<file path="config.mk">
export PLATFORM = sky130hd
export DESIGN_NAME = rotary_dial_pulse_decoder
export DESIGN_NICKNAME = d
export VERILOG_FILES = /design/src/rdpd_pkg.sv /design/src/rotary_dial_pulse_decoder.sv
export SDC_FILE = /design/constraint.sdc
export NUM_CORES = 1
export LEC_CHECK = 0
export ABC_AREA = 1
export BUFFER_PORTS_ARGS = -buffer_cell sky130_fd_sc_hd__buf_2
export CAP_MARGIN = 0
export CORE_ASPECT_RATIO = 1.1
export CORE_UTILIZATION = 50
export CTS_CLUSTER_SIZE = 24
export DETAILED_ROUTE_END_ITERATION = 8
export HOLD_SLACK_MARGIN = 0.08
export PLACE_DENSITY = 0.71
export SYNTH_ARGS = -nofsm -noshare
export SYNTH_HDL_FRONTEND = slang
export SYNTH_SLANG_ARGS = --single-unit
export TNS_END_PERCENT = 5
</file>
<file path="constraint.sdc">
create_clock -name clk -period 5.41 [get_ports clk]
set_clock_uncertainty 0.1 [all_clocks]
set_input_delay 0.541 -clock clk [delete_from_list [all_inputs] [get_ports clk]]
set_output_delay 0.541 -clock clk [all_outputs]
set_load 0.01 [all_outputs]
</file>
<file path="src/rdpd_pkg.sv">
// Package: word types, register map and constants of the rotary dial pulse decoder.
package rdpd_pkg;

  // Input word: one sample tick of both contacts plus the digit-take flag
  typedef struct packed {
    logic rotor_level;
    logic pulse_level;
    logic take_digit;
  } in_word_t;

  // Result word: held digit and its ready flag
  typedef struct packed {
    logic [3:0] digit_value;
    logic       digit_ready;
  } out_word_t;

  localparam int unsigned HOLDOFF_W = 16;
  localparam int unsigned DIGIT_W   = 4;
  localparam int unsigned ADDR_W    = 3;
  localparam int unsigned DATA_W    = 32;

  // Register select is address bit 2 (registers at byte addresses 0 and 4)
  localparam logic REG_ROTOR_HOLDOFF = 1'b0;
  localparam logic REG_PULSE_HOLDOFF = 1'b1;

  localparam logic [HOLDOFF_W-1:0] ROTOR_HOLDOFF_RST = 16'd1000;
  localparam logic [HOLDOFF_W-1:0] PULSE_HOLDOFF_RST = 16'd100;

  // Pulse count wraps from the last digit back to zero (ten pulses give 0)
  localparam logic [DIGIT_W-1:0] DIGIT_LAST = 4'd9;

endpackage

</file>
<file path="src/rotary_dial_pulse_decoder.sv">
// Top level: rotary dial pulse decoder with holdoff filtering and APB register port.
//
// Each input word is one sample tick of the rotor (off-normal) contact, the pulse
// contact and a take-digit flag; every word yields exactly one result word carrying
// the held digit and its ready flag after that tick's update. A word is captured in
// an input register, processed by counter/flag logic that updates the decoder
// state, and its result is placed in an output register, so the block takes one
// word per cycle while the output is not stalled; a stalled output holds at most
// one word in each of the two registers. Holdoff values are written over the APB
// port at byte address 0 (rotor) and 4 (pulse); the user must write them only while
// no word is in flight, as the block itself does not enforce this. A new value applies
// to the next accepted contact edge, not to a holdoff already counting down.
module rotary_dial_pulse_decoder (
  input  logic                               clk,
  input  logic                               rst_n,
  input  logic                               in_valid,
  output logic                               in_ready,
  input  rdpd_pkg::in_word_t                 in_data,
  output logic                               out_valid,
  input  logic                               out_ready,
  output rdpd_pkg::out_word_t                out_data,
  input  logic                               psel,
  input  logic                               penable,
  input  logic                               pwrite,
  input  logic [rdpd_pkg::ADDR_W-1:0]        paddr,
  input  logic [rdpd_pkg::DATA_W-1:0]        pwdata,
  output logic [rdpd_pkg::DATA_W-1:0]        prdata,
  output logic                               pready
);
  import rdpd_pkg::*;

  // Configuration registers
  logic [HOLDOFF_W-1:0] rotor_holdoff_r;
  logic [HOLDOFF_W-1:0] pulse_holdoff_r;

  // Pipeline registers
  logic      s1_valid_r;
  in_word_t  s1_word_r;
  logic      out_valid_r;
  out_word_t out_word_r;

  // Decoder state
  logic                 rotor_active_r, rotor_active_nxt;
  logic                 pulse_high_r, pulse_high_nxt;
  logic [HOLDOFF_W-1:0] rotor_wait_r, rotor_wait_nxt;
  logic [HOLDOFF_W-1:0] pulse_wait_r, pulse_wait_nxt;
  logic [DIGIT_W-1:0]   pulse_count_r, pulse_count_nxt;
  logic [DIGIT_W-1:0]   held_digit_r, held_digit_nxt;
  logic                 ready_flag_r, ready_flag_nxt;

  logic s1_adv;
  logic cfg_wr;

  // Advance the processing stage when the output register is free or drains
  assign s1_adv    = s1_valid_r && (!out_valid_r || out_ready);
  assign in_ready  = !s1_valid_r || s1_adv;
  assign out_valid = out_valid_r;
  assign out_data  = out_word_r;

  // APB register port
  assign pready = 1'b1;
  assign cfg_wr = psel && penable && pwrite && pready;

  always_comb begin
    unique case (paddr[2])
      REG_ROTOR_HOLDOFF: prdata = {{(DATA_W-HOLDOFF_W){1'b0}}, rotor_holdoff_r};
      REG_PULSE_HOLDOFF: prdata = {{(DATA_W-HOLDOFF_W){1'b0}}, pulse_holdoff_r};
      default:           prdata = '0;
    endcase
  end

  always_ff @(posedge clk) begin
    if (!rst_n) begin
      rotor_holdoff_r <= ROTOR_HOLDOFF_RST;
      pulse_holdoff_r <= PULSE_HOLDOFF_RST;
    end else if (cfg_wr) begin
      unique case (paddr[2])
        REG_ROTOR_HOLDOFF: rotor_holdoff_r <= pwdata[HOLDOFF_W-1:0];
        REG_PULSE_HOLDOFF: pulse_holdoff_r <= pwdata[HOLDOFF_W-1:0];
        default: ;
      endcase
    end
  end

  // One tick of the decoder: take, rotor contact, then pulse contact
  always_comb begin
    rotor_active_nxt = rotor_active_r;
    pulse_high_nxt   = pulse_high_r;
    rotor_wait_nxt   = rotor_wait_r;
    pulse_wait_nxt   = pulse_wait_r;
    pulse_count_nxt  = pulse_count_r;
    held_digit_nxt   = held_digit_r;
    ready_flag_nxt   = ready_flag_r;

    // Drop ready before the update when the digit is taken
    if (s1_word_r.take_digit) begin
      ready_flag_nxt = 1'b0;
    end

    // Rotor contact: count down holdoff, else accept a level change
    if (rotor_wait_r != '0) begin
      rotor_wait_nxt = rotor_wait_r - 16'd1;
    end else if (s1_word_r.rotor_level != rotor_active_r) begin
      rotor_active_nxt = s1_word_r.rotor_level;
      rotor_wait_nxt   = rotor_holdoff_r;
      if (!s1_word_r.rotor_level) begin
        held_digit_nxt  = pulse_count_r;
        ready_flag_nxt  = 1'b1;
        pulse_count_nxt = '0;
      end
    end

    // Pulse contact: tracked only while the rotor is off normal
    if (rotor_active_nxt) begin
      if (pulse_wait_r != '0) begin
        pulse_wait_nxt = pulse_wait_r - 16'd1;
      end else if (s1_word_r.pulse_level != pulse_high_r) begin
        pulse_high_nxt = s1_word_r.pulse_level;
        pulse_wait_nxt = pulse_holdoff_r;
        if (s1_word_r.pulse_level) begin
          pulse_count_nxt = (pulse_count_nxt == DIGIT_LAST) ? '0
                                                            : pulse_count_nxt + 4'd1;
        end
      end
    end
  end

  // Input register
  always_ff @(posedge clk) begin
    if (!rst_n) begin
      s1_valid_r <= 1'b0;
    end else if (in_ready) begin
      s1_valid_r <= in_valid;
    end
  end

  always_ff @(posedge clk) begin
    if (in_valid && in_ready) begin
      s1_word_r <= in_data;
    end
  end

  // Decoder state and output register
  always_ff @(posedge clk) begin
    if (!rst_n) begin
      rotor_active_r <= 1'b0;
      pulse_high_r   <= 1'b0;
      rotor_wait_r   <= '0;
      pulse_wait_r   <= '0;
      pulse_count_r  <= '0;
      held_digit_r   <= '0;
      ready_flag_r   <= 1'b0;
      out_valid_r    <= 1'b0;
    end else begin
      if (s1_adv) begin
        rotor_active_r <= rotor_active_nxt;
        pulse_high_r   <= pulse_high_nxt;
        rotor_wait_r   <= rotor_wait_nxt;
        pulse_wait_r   <= pulse_wait_nxt;
        pulse_count_r  <= pulse_count_nxt;
        held_digit_r   <= held_digit_nxt;
        ready_flag_r   <= ready_flag_nxt;
        out_valid_r    <= 1'b1;
      end else if (out_ready) begin
        out_valid_r    <= 1'b0;
      end
    end
  end

  always_ff @(posedge clk) begin
    if (s1_adv) begin
      out_word_r.digit_value <= held_digit_nxt;
      out_word_r.digit_ready <= ready_flag_nxt;
    end
  end

  // Pulse count never leaves the digit range
  a_count_range: assert property (@(posedge clk) disable iff (!rst_n)
    pulse_count_r <= DIGIT_LAST)
    else $error("pulse count out of digit range");

  // A presented digit is always a decimal digit
  a_digit_range: assert property (@(posedge clk) disable iff (!rst_n)
    out_valid_r |-> out_word_r.digit_value <= DIGIT_LAST)
    else $error("output digit out of range");

  // Rotor state cannot change while its holdoff is counting
  a_rotor_holdoff: assert property (@(posedge clk) disable iff (!rst_n)
    rotor_wait_r != '0 |=> $stable(rotor_active_r))
    else $error("rotor edge accepted during holdoff");

  // Pulse count only moves while the rotor is off normal or on its return edge
  a_count_idle: assert property (@(posedge clk) disable iff (!rst_n)
    !rotor_active_r && !rotor_active_nxt && s1_adv |=> pulse_count_r == $past(pulse_count_r))
    else $error("pulse counted with rotor at rest");

endmodule

</file>
Word level (Yosys, flattened, before mapping)
Index checks and enable logic that the tools add are counted.
- reductions and logical operators: 18
- bitwise gates (word level): 2
- multiplexer cells: 24
- equality and inequality tests: 3
- add/sub/neg operators: 3
- operator list (cell ; count):
    2-to-1 mux 16 bit ; 4
    case mux 32 bit (2 select lines) ; 1
    2-to-1 mux 4 bit ; 11
    nonzero test 16 bit ; 2
    subtractor 16 x 1 -> 16 bit, second input constant ; 2
    2-to-1 mux 1 bit ; 8
    AND reduction 2 bit ; 3
    nonzero test 2 bit ; 3
    adder 4 x 1 -> 4 bit, second input constant ; 1
    equality test 4 bit, second input constant ; 1
    logical AND 1 bit ; 4
    AND reduction 4 bit ; 1
    AND reduction 3 bit ; 1
    logical NOT 1 bit ; 2
    logical OR 1 bit ; 2
    inequality test 1 bit ; 2
    inverter 1 bit ; 2
- output and inout port bits: 40
- bits in registers: 85
- word-level logic and storage cells: 66
- bits of input ports: 45

Longest topological paths before layout
Gate-level depths: netlist of the first run.
- depth after elaboration: 9
- gate-level depth with buffers: 14
- gate-level depth less buffers: 14

Worst setup path after synthesis of the first run
Ideal clock, no wire load.
- path kind: input-to-reg
- start point: input port out_ready
- end point: register rotor_wait_r[9]
- slack: 3.482 ns
- data required time: 5.178 ns
- arrival time: 1.696 ns
- setup time: 0.132 ns
- path buffers: 1
- stages on the path: 9
- cells stage by stage: inv_1 nand2_1 nand2_1 clkinv_1 o21ai_2 buf_2 a21oi_1 o31ai_1 a21oi_1
- cells in the longest elaborated chain, start to end: 3
- ends and longest elaborated chain (element ; line ; text):
    start: declaration ; rotary_dial_pulse_decoder.sv:20 ; input logic out_ready,
    logical OR 1 bit ; rotary_dial_pulse_decoder.sv:55 ; assign s1_adv = s1_valid_r && (!out_valid_r || out_ready);
    logical AND 1 bit ; rotary_dial_pulse_decoder.sv:55 ;
    named net s1_adv ; rotary_dial_pulse_decoder.sv:51 ; logic s1_adv;
    AND reduction 2 bit (no source line) ; - ;
    end signal: assignment ; rotary_dial_pulse_decoder.sv:158 ; rotor_wait_r <= rotor_wait_nxt;
    end: declaration ; rotary_dial_pulse_decoder.sv:45 ; logic [HOLDOFF_W-1:0] rotor_wait_r, rotor_wait_nxt;
The timed path passes the listed nets, and every way through them passes these cells.
A chain may end at the register's enable or synchronous reset.

Worst setup path after layout of the first run
- start point: register out_valid_r (netlist: out_valid)
- end point: register rotor_wait_r[11]
- cells in the longest elaborated chain, start to end: 4
- ends and longest elaborated chain (element ; line ; text):
    start: declaration ; rotary_dial_pulse_decoder.sv:39 ; logic out_valid_r;
    start signal: assignment ; rotary_dial_pulse_decoder.sv:153 ; out_valid_r <= 1'b0;
    start signal: assignment ; rotary_dial_pulse_decoder.sv:163 ; out_valid_r <= 1'b1;
    start signal: assignment ; rotary_dial_pulse_decoder.sv:165 ; out_valid_r <= 1'b0;
    logical NOT 1 bit ; rotary_dial_pulse_decoder.sv:55 ;
    logical OR 1 bit ; rotary_dial_pulse_decoder.sv:55 ;
    logical AND 1 bit ; rotary_dial_pulse_decoder.sv:55 ;
    named net s1_adv ; rotary_dial_pulse_decoder.sv:51 ;
    AND reduction 2 bit (no source line) ; - ;
The timed path passes the listed nets, and every way through them passes these cells.

==> flow_summary.ini, run 1 <==
[clock_network]
cts_buffers = 9
cts_tree = done
ctsHtreeMaxLevel = 3
insertion_delay_ns = 0.37
clockBufferDepth = 2
cts.sinks = 85
clk_pin_slew_ns = 0.08
cts_resized = 0
postCtsSetupBuffers = 0
postCtsHoldBufs = 0
clockRootBuffer = clkbuf_8

[hold_path]
hold_path.class = in -> reg
min_from = in_data[0]
worstHoldEndpoint = s1_word_r[0]
hold_depth = 1

[die]
die_h_um = 102
io_pins = 85
fp.dieW_um = 92.8
coreArea_mm2 = 0.00883
fp-row-count = 36
die_area_mm2 = 0.00945
initial_utilization = 0.513

[timing]
finalSetupViolations = 0
grt_setup_unrepaired = false
final_max_slew_viol_count = 0
clock.fmax_ghz = 0.381
relSlewSlack = 0.367
worst_pin_slew_ns = 0.949
fin_setup_tns_ns = 0
period_share = 0.485
hold_violations = 0
period_needed_ns = 2.62

[final_layout]
final_layout_size_suffix_gt1_frac = 0.146
fin_util = 0.557
fillers = 890
area_growth_pct = 8.47
antenna_cells = 0
instances_no_fill = 787
nNetsFinal = 716

[synth]
ys_seq_area_frac = 0.393
postSynthCellCount = 635
synth-seq-cells = 85
synth_area_mm2 = 0.00453
synthTopCellsByArea = dfxtp_1 (34%), nand2_1 (10%), o21ai_0 (7.9%)
synth_top_cell_by_area = dfxtp_1
ys.flop_type = dfxtp_1
synth_common_cells = nand2_1 (122), dfxtp_1 (77), nor2_1 (72), o21ai_0 (72), a21oi_1 (61)
yosys_warnings = 0
synth_edf_count = 8
yosysTopAreaCellShare = 0.340
synth.most_common_cell = nand2_1
yosysUniqueCellTypes = 43
async_flop_share = 0
avgSynthCellArea_um2 = 7.14

[global_route]
antenna_found_initial = 0
grt_pass1_wl_mm = 17.0
grt_max_degree = 42
grt_pass1_vias = 3597
globalRouteOverflowTotal = 0
grt_use_total = 0.230

[setup_path]
worstReg2RegStart = out_valid
timing.rr.end = rotor_wait_r[11]
start_kind = flop
reg2reg_slack_ns = 2.79
path_class = reg -> reg
endpoint_kind = flop
cp_data_arrival_time_ns = 2.74
required_ns = 5.53
ff2ff_path_depth = 7
worst-path-max-fanout = 23

[detailed_routing]
wl_per_cell_um = 13.1
vias_per_cell = 5.13
dr.first_iter.drc_count = 155
drtPass1Iterations = 5
antenna_left = 0
totalWireLength_mm = 10.3
drc_errors = 0
vias = 4037

[placed_design]
place_congestion = 0.843
place_hpwl_mm = 7.17
dp.cells = 771
port_buffers = 49

[status]
status = completed

[power]
max-vdd-ir-drop_mv = 0.263
leakagePower_nw = 2.22
power_density_mw_per_mm2 = 444

[flow_run]
cap_violations = 0
## critical path: stages (launching register included)
cell and delay (ns):
dfxtp_1 0.36, nand2_1 0.08, nand2_1 0.36, clkinv_1 0.54, o21ai_2 0.56, inv_2 0.23
o211ai_1 0.17, a21oi_1 0.09
## report_power, final
part           leakage [nW]  switching (mW)  internal [mW]
clock                0.0953           0.234          0.192
combinational          1.42           0.652          0.337
sequential            0.704          0.0667          0.700
total                  2.22           0.953           1.23
## layout by cell type, fill, tap and decap left out, types with 5 or more instances in the layout
| cell type | count |
|---|---|
| nand2_1 | 122 |
| dfxtp_1 | 77 |
| nor2_1 | 72 |
| o21ai_0 | 72 |
| a21oi_1 | 61 |
| inv_1 | 58 |
| buf_2 | 49 |
| nand3_1 | 21 |
| conb_1 | 17 |
| xor2_1 | 13 |
| o21ai_1 | 12 |
| clkbuf_8 | 11 |
| a31oi_1 | 10 |
| edfxtp_1 | 8 |
| nand4_1 | 7 |
| nor2_4 | 5 |
| xnor2_1 | 5 |
| o211ai_1 | 5 |
## cell type report
type                            instances  area [µm²]  area share
Clock buffer                           11         151      0.0308
Clock inverter                          5        35.0     0.00712
Inverter                               64         241      0.0491
Multi-Input combinational cell        459        2320       0.472
Sequential cell                        85        1780       0.362
Tap cell                              114         143      0.0290
Timing Repair Buffer                   49         245      0.0499
## registers in the layout, summed over array words and instances (netlist names), 3 cells and up
| register | count |
|---|---|
| pulse_holdoff_r | 16 |
| pulse_count_r | 4 |
| s1_word_r | 3 |
| rotor_holdoff_r | 16 |
| held_digit_r | 4 |
| pulse_wait_r | 16 |
| rotor_wait_r | 16 |
| out_data | 5 |
## routing by layer
metal / GRT usage / part of all wire / vias to the layer above
li1: - / - / 2120
met1: 0.304 / 0.47 / 1818
met2: 0.370 / 0.47 / 82
met3: 0.0506 / 0.047 / 17
met4: 0.0828 / 0.017 / 0
met5: 0 / 0 / -
## logic make-up after synthesis
family	share of synthesized area
and+or+nand+nor	0.249
DFF	0.393
buffers and inverters	0.108
xor gates and xnor gates	0.0348
other	0.00166
adders and majority gates	0.00828
AOI/OAI and AO/OA	0.206
## through the flow
step	hold WS (ns)	cell area [µm²]	power, mW	setup WS, ns
CTS	0.235	4920	2.18	2.77
global placement	0.355	4730	1.74	2.48
floorplan	0.339	4590	1.61	3.48
global route	0.232	4920	2.36	2.52
finish	0.250	4920	2.18	2.79
detailed placement	0.364	4730	1.76	2.41
## worst max path at each step
stage / from / end / slack [ns] / depth (start not counted)
after CTS: out_valid / rotor_wait_r[11] / 2.77 / 7
after floorplan: out_ready / rotor_wait_r[9] / 3.48 / 9
after global placement: out_ready / rotor_wait_r[11] / 2.48 / 9
final: out_valid / rotor_wait_r[11] / 2.79 / 7
after detailed placement: out_ready / rotor_wait_r[4] / 2.41 / 9
after global routing: out_valid / rotor_wait_r[0] / 2.52 / 7
No activity file was read; power rests on OpenSTA's default activity.
==> run 2, diff against run 1 <==
Settings changed: PLACE_DENSITY 0.71 to 0.74.
Clock period 5.41 ns to 2.12 ns, I/O delays scaled along.
==> run 2 against run 1 <==
Against the previous run:
- register-to-register slack worse by 2.7 ns
- final area is 9.5% higher
- critical path type unchanged
- critical endpoint is now pulse_wait_r[2]
- sequential share of layout area shrank 3.1 points
- global-route usage increased by 0.87 points
- via count up 7.1%
- wire length grew 6.3%
- fmax increased by 29%
- die area stayed put
- non-clock buffer count up 44
==> flow_summary.ini, run 2 (synthesis results as in run 1) <==
[clock_network]
cts.sinks = 85
cts_tree = done
clockBufferDepth = 2
insertion_delay_ns = 0.36
clockRootBuffer = clkbuf_8
ctsHtreeMaxLevel = 3
clk_pin_slew_ns = 0.09
cts_buffers = 9

[detailed_routing]
wl_per_cell_um = 13.2
drc_errors = 0
drtPass1Iterations = 4
vias_per_cell = 5.21
dr.first_iter.drc_count = 174
vias = 4325
antenna_left = 0
totalWireLength_mm = 10.9

[final_layout]
final_cell_mix = nand2_1 (120), dfxtp_1 (76), o21ai_0 (72)
layout_commonest_cell = nand2_1
fin_area_mm2 = 0.00538
antenna_cells = 0
area_growth_pct = 18.7
fin_util = 0.610
nNetsFinal = 760
final_layout_size_suffix_gt1_frac = 0.177
fillers = 832

[setup_path]
start_kind = flop
path_class = reg -> reg
worst-path-max-fanout = 9
endpoint_kind = flop
cp_data_arrival_time_ns = 2.23
required_ns = 2.32

[power]
power_density_mw_per_mm2 = 1120
leakagePower_nw = 2.44
power_mw = 6.02
max-vdd-ir-drop_mv = 0.649

[placed_design]
place_hpwl_mm = 7.62
post_dp_cell_area_mm2 = 0.00491
port_buffers = 49
place_congestion = 0.853

[timing]
hold_violations = 0
whs_ns = 0.176
period_share = 0.958
period_needed_ns = 2.03
worst_pin_slew_ns = 0.551
final_max_slew_viol_count = 0
clock.fmax_ghz = 0.493
fin_setup_tns_ns = 0
finalSetupViolations = 0
relSlewSlack = 0.632

[die]
fp.dieW_um = 92.8
initial_utilization = 0.513
fp-row-count = 36
io_pins = 85
die_h_um = 102
coreArea_mm2 = 0.00883
die_area_mm2 = 0.00945

[hold_path]
hold_path.class = in -> reg

[global_route]
antenna_found_initial = 0
grt_max_degree = 41
grt_use_total = 0.238
grt_pass1_vias = 3862
globalRouteOverflowTotal = 0
grt_pass1_wl_mm = 17.8

[flow_run]
cap_violations = 0

[status]
status = completed
## run 2: where the power goes
group          leakage [nW]  internal (mW)  switching (mW)  total, mW
Clock                 0.100          0.606           0.585       1.19
Sequential            0.705           1.79           0.172       1.96
Combinational          1.63           1.10            1.77       2.87
Total                  2.44           3.49            2.53       6.02
## run 2: worst paths after layout
kind | from | cells after the start | slack (ns) | endpoint
setup / recovery | pulse_wait_r[0] | 12 | 0.09 | pulse_wait_r[2]
hold reg to reg | pulse_wait_r[15] | 2 | 0.37 | pulse_wait_r[15]
hold / removal | rst_n | 3 | 0.18 | pulse_wait_r[10]
setup reg to reg | pulse_wait_r[0] | 12 | 0.09 | pulse_wait_r[2]
## run 2: area by class of cell
class	count	area (µm²)	share of cell area
clock buffer	11	153	0.0284
tap	114	143	0.0265
clock inverter	4	47.5	0.00883
inverter	64	241	0.0449
sequential	85	1780	0.331
multi-input combinational	459	2360	0.438
timing repair buffer	93	656	0.122
## run 2: timing repair
action,CTS,global route
hold buffers,22,0
setup endpoints to repair,0,26
setup buffers,0,2
hold endpoints to repair,36,0
resized for setup,0,12
## run 2: stage by stage
stage / setup WS (ns) / std cells
6_report: 0.0896 / 830
5_1_grt: -0.00355 / 830
4_1_cts: 0.0414 / 828
3_5_place_dp: 0.0518 / 791
3_3_place_gp: 0.112 / 791
2_1_floorplan: 0.254 / 650
## run 2: metal layers
layer	routed length [µm]	GRT usage
met1	4710	0.289
met2	5590	0.423
met3	421	0.0387
met4	221	0.0959
met5	0	0
## run 2: worst max-delay path, stage by stage, from the launching register on
cell and delay, ns:
dfxtp_1 0.33, inv_1 0.09, ha_2 0.21, nand3_2 0.11, nor2_4 0.13, nand3_4 0.10, nor2_4 0.21, buf_4 0.15
buf_4 0.14, nand2_1 0.07, o21ai_0 0.09, o21ai_0 0.11, a21oi_1 0.12
==> run 3, diff against run 2 <==
Settings changed: CORE_ASPECT_RATIO 1.1 to not set, CTS_CLUSTER_SIZE 24 to 25.
==> run 3 against run 2 <==
Against the previous run:
- count of clock-buffer cells in the layout shrank 1
- register-to-register slack gained 0.02 ns
- sequential share of layout area grew 0.085 points
- critical path type unchanged
- critical path depth grew 1
- fmax grew 0.94%
- die area is essentially flat
- largest power group unchanged
- wire length grew 2.2%
==> flow_summary.ini, run 3 (synthesis results as in run 1) <==
[die]
die_h_um = 97.2
io_pins = 85
fp.dieW_um = 97.2
initial_utilization = 0.517
coreArea_mm2 = 0.00876
fp-row-count = 34
die_area_mm2 = 0.00945

[global_route]
grt_use_total = 0.241
globalRouteOverflowTotal = 0
grt_pass1_wl_mm = 18.4
antenna_found_initial = 0
grt_max_degree = 41
grt_pass1_vias = 3969

[clock_network]
cts_tree = done
cts.sinks = 85
insertion_delay_ns = 0.36
ctsHtreeMaxLevel = 3
clockBufferDepth = 2
clockRootBuffer = clkbuf_8
clk_pin_slew_ns = 0.10
cts_buffers = 9

[detailed_routing]
vias = 4367
vias_per_cell = 5.30
dr.first_iter.drc_count = 263
drc_errors = 0
drtPass1Iterations = 5
wl_per_cell_um = 13.6
antenna_left = 0
totalWireLength_mm = 11.2

[placed_design]
place_hpwl_mm = 7.68
place_congestion = 0.887
dp_slack_ns = 0.124
post_dp_cell_area_mm2 = 0.00488
port_buffers = 49
dp.cells = 784

[timing]
clock.fmax_ghz = 0.497
worst_pin_slew_ns = 0.734
period_share = 0.949
period_needed_ns = 2.01
final_max_slew_viol_count = 0
hold_violations = 0
setup_slack_ns = 0.108
relSlewSlack = 0.510
finalSetupViolations = 0

[setup_path]
endpoint_kind = flop
path_common_cell = nand2_1
crit_buf_inv = 1
worstPathCellList = inv_1 > ha_2 > nand3_2 > nor2_4 > nand3_2 > nor2_4 > nand2_1 > nor2_2 > nand2_1 > nand2_1 > nand2_1 > nand2_1 > a21oi_1
required_ns = 2.24
path_class = reg -> reg
cpPeakStageDelay_ns = 0.34
worst-path-max-fanout = 5
cp_top_family = simple AND/OR/NAND/NOR gates
critPathSlowestCell = dfxtp_1
start_kind = flop
cp_data_arrival_time_ns = 2.13

[power]
power_frac_comb = 0.467
sw_frac_of_total = 0.419
seq_power_share = 0.318
max-vdd-ir-drop_mv = 0.685
p_clk_frac = 0.215
leakagePower_nw = 2.44
power_density_mw_per_mm2 = 1150
p_sw_mw = 2.58
p_int_mw = 3.58

[final_layout]
final_layout_size_suffix_gt1_frac = 0.176
nNetsFinal = 759
fin_area_mm2 = 0.00537
layout_commonest_cell = nand2_1
area_growth_pct = 18.4
instances_no_fill = 824
final_cell_mix = nand2_1 (121), dfxtp_1 (76), o21ai_0 (72)
antenna_cells = 0

[status]
status = completed

[flow_run]
cap_violations = 0

[hold_path]
hold_path.class = in -> reg
[run 3: stage by stage]
step | setup TNS, ns | util | hold WS, ns | total power, mW
after detailed placement | 0 | 0.557 | 0.290 | 4.68
final | 0 | 0.613 | 0.248 | 6.17
after global routing | -0.0874 | 0.613 | 0.259 | 6.60
after CTS | 0 | 0.608 | 0.225 | 6.06
after global placement | 0 | 0.557 | 0.292 | 4.62
after floorplan | 0 | - | 0.211 | 4.10
[run 3: final timing paths]
kind | from | slack [ns] | depth (start not counted) | endpoint
max | pulse_wait_r[0] | 0.11 | 13 | pulse_count_r[3]
min | rst_n | 0.25 | 3 | pulse_holdoff_r[6]
max reg2reg | pulse_wait_r[0] | 0.11 | 13 | pulse_count_r[3]
min reg2reg | pulse_wait_r[15] | 0.37 | 2 | pulse_wait_r[15]
[run 3: cell type report]
| class | count | area (µm²) |
|---|---|---|
| Clock buffer | 10 | 138 |
| Clock inverter | 6 | 93.8 |
| Fill cell | 770 | 3390 |
| Inverter | 64 | 241 |
| Multi-Input combinational cell | 459 | 2340 |
| Sequential cell | 85 | 1780 |
| Tap cell | 108 | 135 |
| Timing Repair Buffer | 92 | 636 |
[run 3: per-layer routing]
layer  GRT usage  wire, µm  up-vias
li1            -         -     2208
met1       0.304      4930     1994
met2       0.400      5340      135
met3      0.0453       567       30
met4       0.106       347        0
met5           0         0        -
[run 3: timing repair]
| action | 4_1_cts | 5_1_grt |
|---|---|---|
| hold buffers | 22 | 0 |
| resized for setup | 0 | 8 |
| setup buffers | 0 | 2 |
| endpoints found under the setup margin | 0 | 21 |
| hold endpoints to repair | 37 | 0 |
[run 3: power groups by stage]
stage | Sequential [mW] | Combinational [mW] | Clock [mW]
floorplan | 1.95 | 2.15 | 0
global placement | 1.98 | 2.63 | 0
detailed placement | 1.99 | 2.68 | 0
CTS | 1.96 | 2.74 | 1.35
global route | 1.98 | 3.22 | 1.40
finish | 1.96 | 2.88 | 1.33
[run 3: worst min-delay path, cell delays in order]
cell and delay (ns):
buf_2 0.11, buf_4 0.24, nand3_1 0.12
